==> src/lbp3_pkg.sv <==
// Shared types and constants of the 3x3 local binary pattern unit.
`default_nettype none

package lbp3_pkg;

  localparam int PIX_W   = 8;
  localparam int ROW_W   = 12;
  localparam int COL_W   = 10;
  localparam int WIDTH_W = 11;
  localparam int HEIGHT_W = 13;
  localparam int CFG_W   = 13;
  localparam int LINE_W  = 2 * PIX_W;

  localparam logic [WIDTH_W-1:0]  WIDTH_RESET  = 11'd1024;
  localparam logic [HEIGHT_W-1:0] HEIGHT_RESET = 13'd4096;
  localparam logic [WIDTH_W-1:0]  WIDTH_MIN    = 11'd3;
  localparam logic [HEIGHT_W-1:0] HEIGHT_MIN   = 13'd3;
  localparam logic [HEIGHT_W-1:0] HEIGHT_MAX   = 13'd4096;
  localparam int WIDTH_CAP = 1024;

  typedef enum logic {
    CFG_IMAGE_WIDTH  = 1'b0,
    CFG_IMAGE_HEIGHT = 1'b1
  } cfg_idx_e;

  // One pixel request on its way from the counter stage to the window stage.
  typedef struct packed {
    logic             emit;
    logic             last;
    logic [ROW_W-1:0] row;
    logic [COL_W-1:0] col;
    logic [PIX_W-1:0] pixel;
  } item_t;

endpackage

`default_nettype wire

==> src/lbp3_window.sv <==
// 3x3 window registers, pattern compare and output register.
`default_nettype none

module lbp3_window (
  input  wire logic                          clk_i,
  input  wire logic                          rst_ni,
  input  wire logic                          fire_i,
  input  wire lbp3_pkg::item_t               item_i,
  input  wire logic [lbp3_pkg::PIX_W-1:0]    up_i,
  input  wire logic [lbp3_pkg::PIX_W-1:0]    mid_i,
  output logic                               out_free_o,
  output logic                               out_valid_o,
  input  wire logic                          out_ready_i,
  output logic      [lbp3_pkg::PIX_W-1:0]    pattern_code_o,
  output logic      [lbp3_pkg::ROW_W-1:0]    center_row_o,
  output logic      [lbp3_pkg::COL_W-1:0]    center_col_o,
  output logic                               frame_last_o
);

  logic [lbp3_pkg::PIX_W-1:0] win_q [9];
  logic [lbp3_pkg::PIX_W-1:0] win_d [9];
  logic [lbp3_pkg::PIX_W-1:0] code;
  logic                       out_valid_q, out_valid_d;
  logic [lbp3_pkg::PIX_W-1:0] code_q;
  logic [lbp3_pkg::ROW_W-1:0] row_q;
  logic [lbp3_pkg::COL_W-1:0] col_q;
  logic                       last_q;

  assign out_free_o = !out_valid_q || out_ready_i;

  // Shift left by one column; the new column enters on the right.
  always_comb begin
    for (int k = 0; k < 3; k++) begin
      win_d[k*3 + 0] = win_q[k*3 + 0];
      win_d[k*3 + 1] = win_q[k*3 + 1];
      win_d[k*3 + 2] = win_q[k*3 + 2];
    end
    if (fire_i) begin
      for (int k = 0; k < 3; k++) begin
        win_d[k*3 + 0] = win_q[k*3 + 1];
        win_d[k*3 + 1] = win_q[k*3 + 2];
      end
      win_d[2] = up_i;
      win_d[5] = mid_i;
      win_d[8] = item_i.pixel;
    end
  end

  // Neighbors in row-major order, skipping the center.
  always_comb begin
    for (int k = 0; k < 8; k++) begin
      code[k] = (win_d[(k < 4) ? k : k + 1] >= win_d[4]);
    end
  end

  always_ff @(posedge clk_i or negedge rst_ni) begin
    if (!rst_ni) begin
      for (int k = 0; k < 9; k++) begin
        win_q[k] <= '0;
      end
    end else begin
      win_q <= win_d;
    end
  end

  always_comb begin
    out_valid_d = out_valid_q;
    if (out_ready_i) begin
      out_valid_d = 1'b0;
    end
    if (fire_i && item_i.emit) begin
      out_valid_d = 1'b1;
    end
  end

  always_ff @(posedge clk_i or negedge rst_ni) begin
    if (!rst_ni) begin
      out_valid_q <= 1'b0;
    end else begin
      out_valid_q <= out_valid_d;
    end
  end

  always_ff @(posedge clk_i) begin
    if (fire_i && item_i.emit) begin
      code_q <= code;
      row_q  <= item_i.row;
      col_q  <= item_i.col;
      last_q <= item_i.last;
    end
  end

  assign out_valid_o    = out_valid_q;
  assign pattern_code_o = code_q;
  assign center_row_o   = row_q;
  assign center_col_o   = col_q;
  assign frame_last_o   = last_q;

endmodule

`default_nettype wire

==> config.mk <==
export PLATFORM = sky130hd
export DESIGN_NAME = lbp3_window
export DESIGN_NICKNAME = d
export VERILOG_FILES = /design/src/lbp3_pkg.sv /design/src/lbp3_window.sv
export SDC_FILE = /design/constraint.sdc
export NUM_CORES = 1
export LEC_CHECK = 0
export ABC_AREA = 1
export BUFFER_PORTS_ARGS = -buffer_cell sky130_fd_sc_hd__buf_4
export CAP_MARGIN = 0
export CORE_MARGIN = 5
export CORE_UTILIZATION = 40
export CTS_CLUSTER_SIZE = 25
export DETAILED_ROUTE_END_ITERATION = 10
export HOLD_SLACK_MARGIN = 0.06
export RECOVER_POWER = 100
export SYNTH_ARGS = -nofsm -noshare
export SYNTH_HDL_FRONTEND = slang
export SYNTH_SLANG_ARGS = --single-unit
==> constraint.sdc <==
create_clock -name clk_i -period 4.7 [get_ports clk_i]
set_input_delay 0.705 -clock clk_i [delete_from_list [all_inputs] [get_ports clk_i]]
set_output_delay 0.705 -clock clk_i [all_outputs]
set_load 0.03 [all_outputs]
# After elaboration in Yosys (flattened, before gate mapping)
# Cells that the tools add are included.
# word_totals
in_bits	52
output_inout_bits	33
elab_cells	29
ff_bits	104
# op_classes
n_mux	3
reduce_logical	4
order_cmp	8
# ops
operator	n
two-way mux 72 bit	1
>= comparator 8 bit	8
two-way mux 1 bit	2
nonzero test 2 bit	1
logical AND 1 bit	1
zero test 1 bit	1
logical OR 1 bit	1

# Logic depth before layout (Yosys ltp)
# logic_depth
word_depth	2
mapped_depth	13
mapped_depth_nobuf	11

# Worst setup path before layout
# Ideal clock, no wire load.
# synth_timing
path_type	input port to flip-flop
start	in fire_i
end	reg code_q, in the netlist pattern_code_o[0], data pin
n_path_buf	2
arrival_time_ns	2.287
t_required_ns	4.440
setup_time_ns	0.260
cell_stages	7
setup_slack_ns	2.154
path_cell_list	buf_6 buf_4 o21ai_0 ha_1 a21o_1 nor2_1 nand3_1
# synth_via
elab_chain_len	2
# synth_rtl
item	line	source
start, declared	lbp3_window.sv:7	input wire logic fire_i,
two-way mux 72 bit	lbp3_window.sv:38	if (fire_i) begin
>= comparator 8 bit	lbp3_window.sv:52	code[k] = (win_d[(k < 4) ? k : k + 1] >= win_d[4]);
via code (one bit)	lbp3_window.sv:22	logic [lbp3_pkg::PIX_W-1:0] code;
end signal, assigned	lbp3_window.sv:86	code_q <= code;
end, declared	lbp3_window.sv:24	logic [lbp3_pkg::PIX_W-1:0] code_q;
# The timed path passes the listed nets, and every way through them passes these cells.
# A chain may end at the register's enable or synchronous reset.

# Worst setup path after layout
# layout_timing
start	in fire_i
end	reg col_q, in the netlist center_col_o[6], enable pin
# layout_via
elab_chain_len	1
# layout_rtl
item	line	source
logical AND 1 bit	lbp3_window.sv:85	if (fire_i && item_i.emit) begin
end signal, assigned	lbp3_window.sv:88	col_q <= item_i.col;
end, declared	lbp3_window.sv:26	logic [lbp3_pkg::COL_W-1:0] col_q;
# No other way between the ends.

==> summary.md <==
| Metric | Value |
|---|---|
| Clk Latency, worst-skew pair | `0.35 ns` |
| I/O pins | `85` |
| Classification of the worst setup path | `in -> reg` |
| Slew headroom | `-25.4%` |
| Pwr Density | `373 nW/um^2` |
| Critical Path AT | `3.39 ns` |
| Most Frequent Cell on Critical Path | `clkbuf_1` |
| Fin Clk Skew | `0.00632 ns` |
| Detailed Routing Iterations Pass 1 | `4` |
| Multi-input logic area | `2070 um^2` |
| Core region area | `12,700 um^2` |
| Via/cell ratio | `4.58` |
| Antenna Nets Post-Route | `0` |
| CTS Hold Bufs | `0` |
| Final Hold Vio Count | `0` |
| Max cap viols | `2` |
| Unrepaired setup endpoints after global routing | `no` |
| Largest net degree at the start of global routing | `74` |
| Fillcell total | `1,246` |
| Final period util | `72.4%` |
| Final TNS setup | `0 ns` |
| Req. time, crit path | `4.69 ns` |
| Initial Util | `41.1%` |
| Synthesized flop and latch total | `104` |
| Library cells used by synthesis | `20` |
| Worst-Margin Slew | `1.88 ns` |
| Finished Layout Cells | `813` |
| Row count | `41` |
| Horiz. Die Dim | `124 um` |
| Routed wire length | `10,700 um` |
| Post-layout util | `48.4%` |
| TritonCTS Buffers | `9` |
| Peak VDD IR | `178 uV` |
| Total GRT Usage | `14.6%` |
| Wire per inst | `13.1 um` |
| Share of cells above drive strength 1 | `12.2%` |
| Status | `complete, but fails checks` |
| Crit path launch | `fire_i` |
| Area delta synth->final | `17.8%` |
| Number of remaining DRC errors | `0` |
| WHS | `0.473 ns` |
| Total power | `2290 uW` |
| GRT overflow | `0` |
| Syn nets | `668` |
| Final net count | `753` |
| Die height | `124 um` |
| N_diodes | `0` |
| Fin crit period | `3.40 ns` |
| Clock-pin slew on the worst setup and hold paths | `0.07 ns` |
| Synthesized cell area | `5200 um^2` |
| Pleak | `0.00312 uW` |
| Vias in the first global route | `3,747` |
| Hold WC Path Type | `reg -> reg` |
| Crit-path max FO | `67` |
| Startpoint types | `input pin` |
| Critical path's top delay family | `buffers and inverters` |
| Vias | `3,726` |
| Critical Path, Cell by Cell | `buf_4 -> clkbuf_1 -> nand2_1 -> inv_1 -> clkbuf_1` |
| Die Area | `15,400 um^2` |
| Crit path buffers/inverters | `4` |
| Max Slew Vio Count | `131` |
| Gate Count Post-Synth | `552` |
| H-tree Lvls | `3` |
| DRT iter0 DRCs | `155` |
| Clock Path Buffers | `2` |
| Setup bufs post-CTS | `0` |
| DP Wirelength | `7490 um` |
| Post_cts resized | `0` |
| Syn avg cell area | `9.42 um^2` |
| Placed insts | `798` |
| Port-buffer cells | `84` |
| Fmax | `294 MHz` |
| Initial antenna violation count | `0` |
| Most frequent cells in the layout | `192 x nand2_1, 73 x dfrtp_1, 64 x ha_1, 63 x inv_1, 46 x o21ai_0` |
| Crit path capture type | `flop` |
| Critical R2R Launch | `win_q[37]` |
| Commonest non-fill, non-tap cell in the layout | `nand2_1` |
| HP Start | `win_q[43]` |
| CTS root buf | `clkbuf_16` |
| CTS tree | `yes` |
| Yosys warns | `0` |
| Slowest cell on crit path | `clkbuf_1` |
| Routability Congestion | `0.746` |
| First-pass GRT wire length | `17,300 um` |
| Sequential Area | `2760 um^2` |
| Slowest Stage Delay on Critical Path | `0.78 ns` |
| Failing checks | `max-capacitance violations, max-slew violations` |
| CTS sink count | `104` |
| Sequential area share after synthesis | `53.0%` |
| Final Setup Violations | `0` |
-- per-layer routing --
metal	wire [um]	part of all wire (%)	track usage, %
met5	0	0	0
met4	211	2.0	6.37
met3	575	5.4	3.04
met2	5110	48	24.6
met1	4780	45	18.2
-- flip-flops by register name, summed over array words and instances (netlist names) --
signal          count
center_col_o       10
center_row_o       12
frame_last_o        1
out_valid_o         1
pattern_code_o      8
win_q              72
-- tightest hold or removal path: cells and delay by family (launching register included) --
| family | cells | cell delay [ns] |
|---|---|---|
| simple gates | 2 | 0.12 |
| flops | 1 | 0.32 |
-- worst paths after layout --
kind                                     endpoint  slack [ns]  cells past startpoint
min in group asynchronous               win_q[37]        0.84                      1
worst min register to register          win_q[43]        0.47                      2
worst max-delay path              center_col_o[6]        1.30                      5
worst max register to register  pattern_code_o[0]        2.11                      6
max in group asynchronous                win_q[9]        2.72                      1
worst min-delay path                    win_q[43]        0.47                      2
-- area by class of cell --
class                           instances  share of cell area, %
Multi-Input combinational cell        362                   33.8
Tap cell                              172                   3.51
Clock buffer                           10                   3.73
Clock inverter                          5                  0.918
Timing Repair Buffer                   90                   8.78
Sequential cell                       104                   45.0
Inverter                               70                   4.29
-- logic make-up after synthesis --
kind of cell	count (synthesis)	synth area share [%]
flops	104	53.0
fa+ha+maj	64	15.4
buf+inv	86	6.88
compound gates	73	7.91
simple gates	225	16.8
-- cells in the mapped netlist, drive strengths merged --
| master | count | share of area (%) |
|---|---|---|
| a21o | 1 | 0.14 |
| a21oi | 16 | 1.5 |
| buf | 14 | 1.7 |
| clkbuf | 2 | 0.14 |
| dfrtp | 73 | 35 |
| edfxtp | 31 | 18 |
| ha | 64 | 15 |
| inv | 70 | 5.1 |
| nand2 | 192 | 14 |
| nand3 | 8 | 0.77 |
| nand4 | 1 | 0.12 |
| nor2 | 17 | 1.2 |
| o21a | 7 | 1.0 |
| o21ai | 49 | 5.2 |
| or2 | 7 | 0.84 |
-- where the power goes --
part           switching, uW  internal, uW  leakage, uW
sequential              29.0          1030      0.00118
clock                    332           410     0.000139
combinational            312           178      0.00181
total                    673          1620      0.00312
-- stage by stage --
step / instance area (um^2) / setup WS (ns)
after floorplan: 5200 / 2.15
after global placement: 6000 / 1.47
after detailed placement: 6000 / 1.45
after CTS: 6280 / 1.82
after global routing: 6130 / 1.01
final: 6130 / 1.30
(Power assumes the default switching activity.)
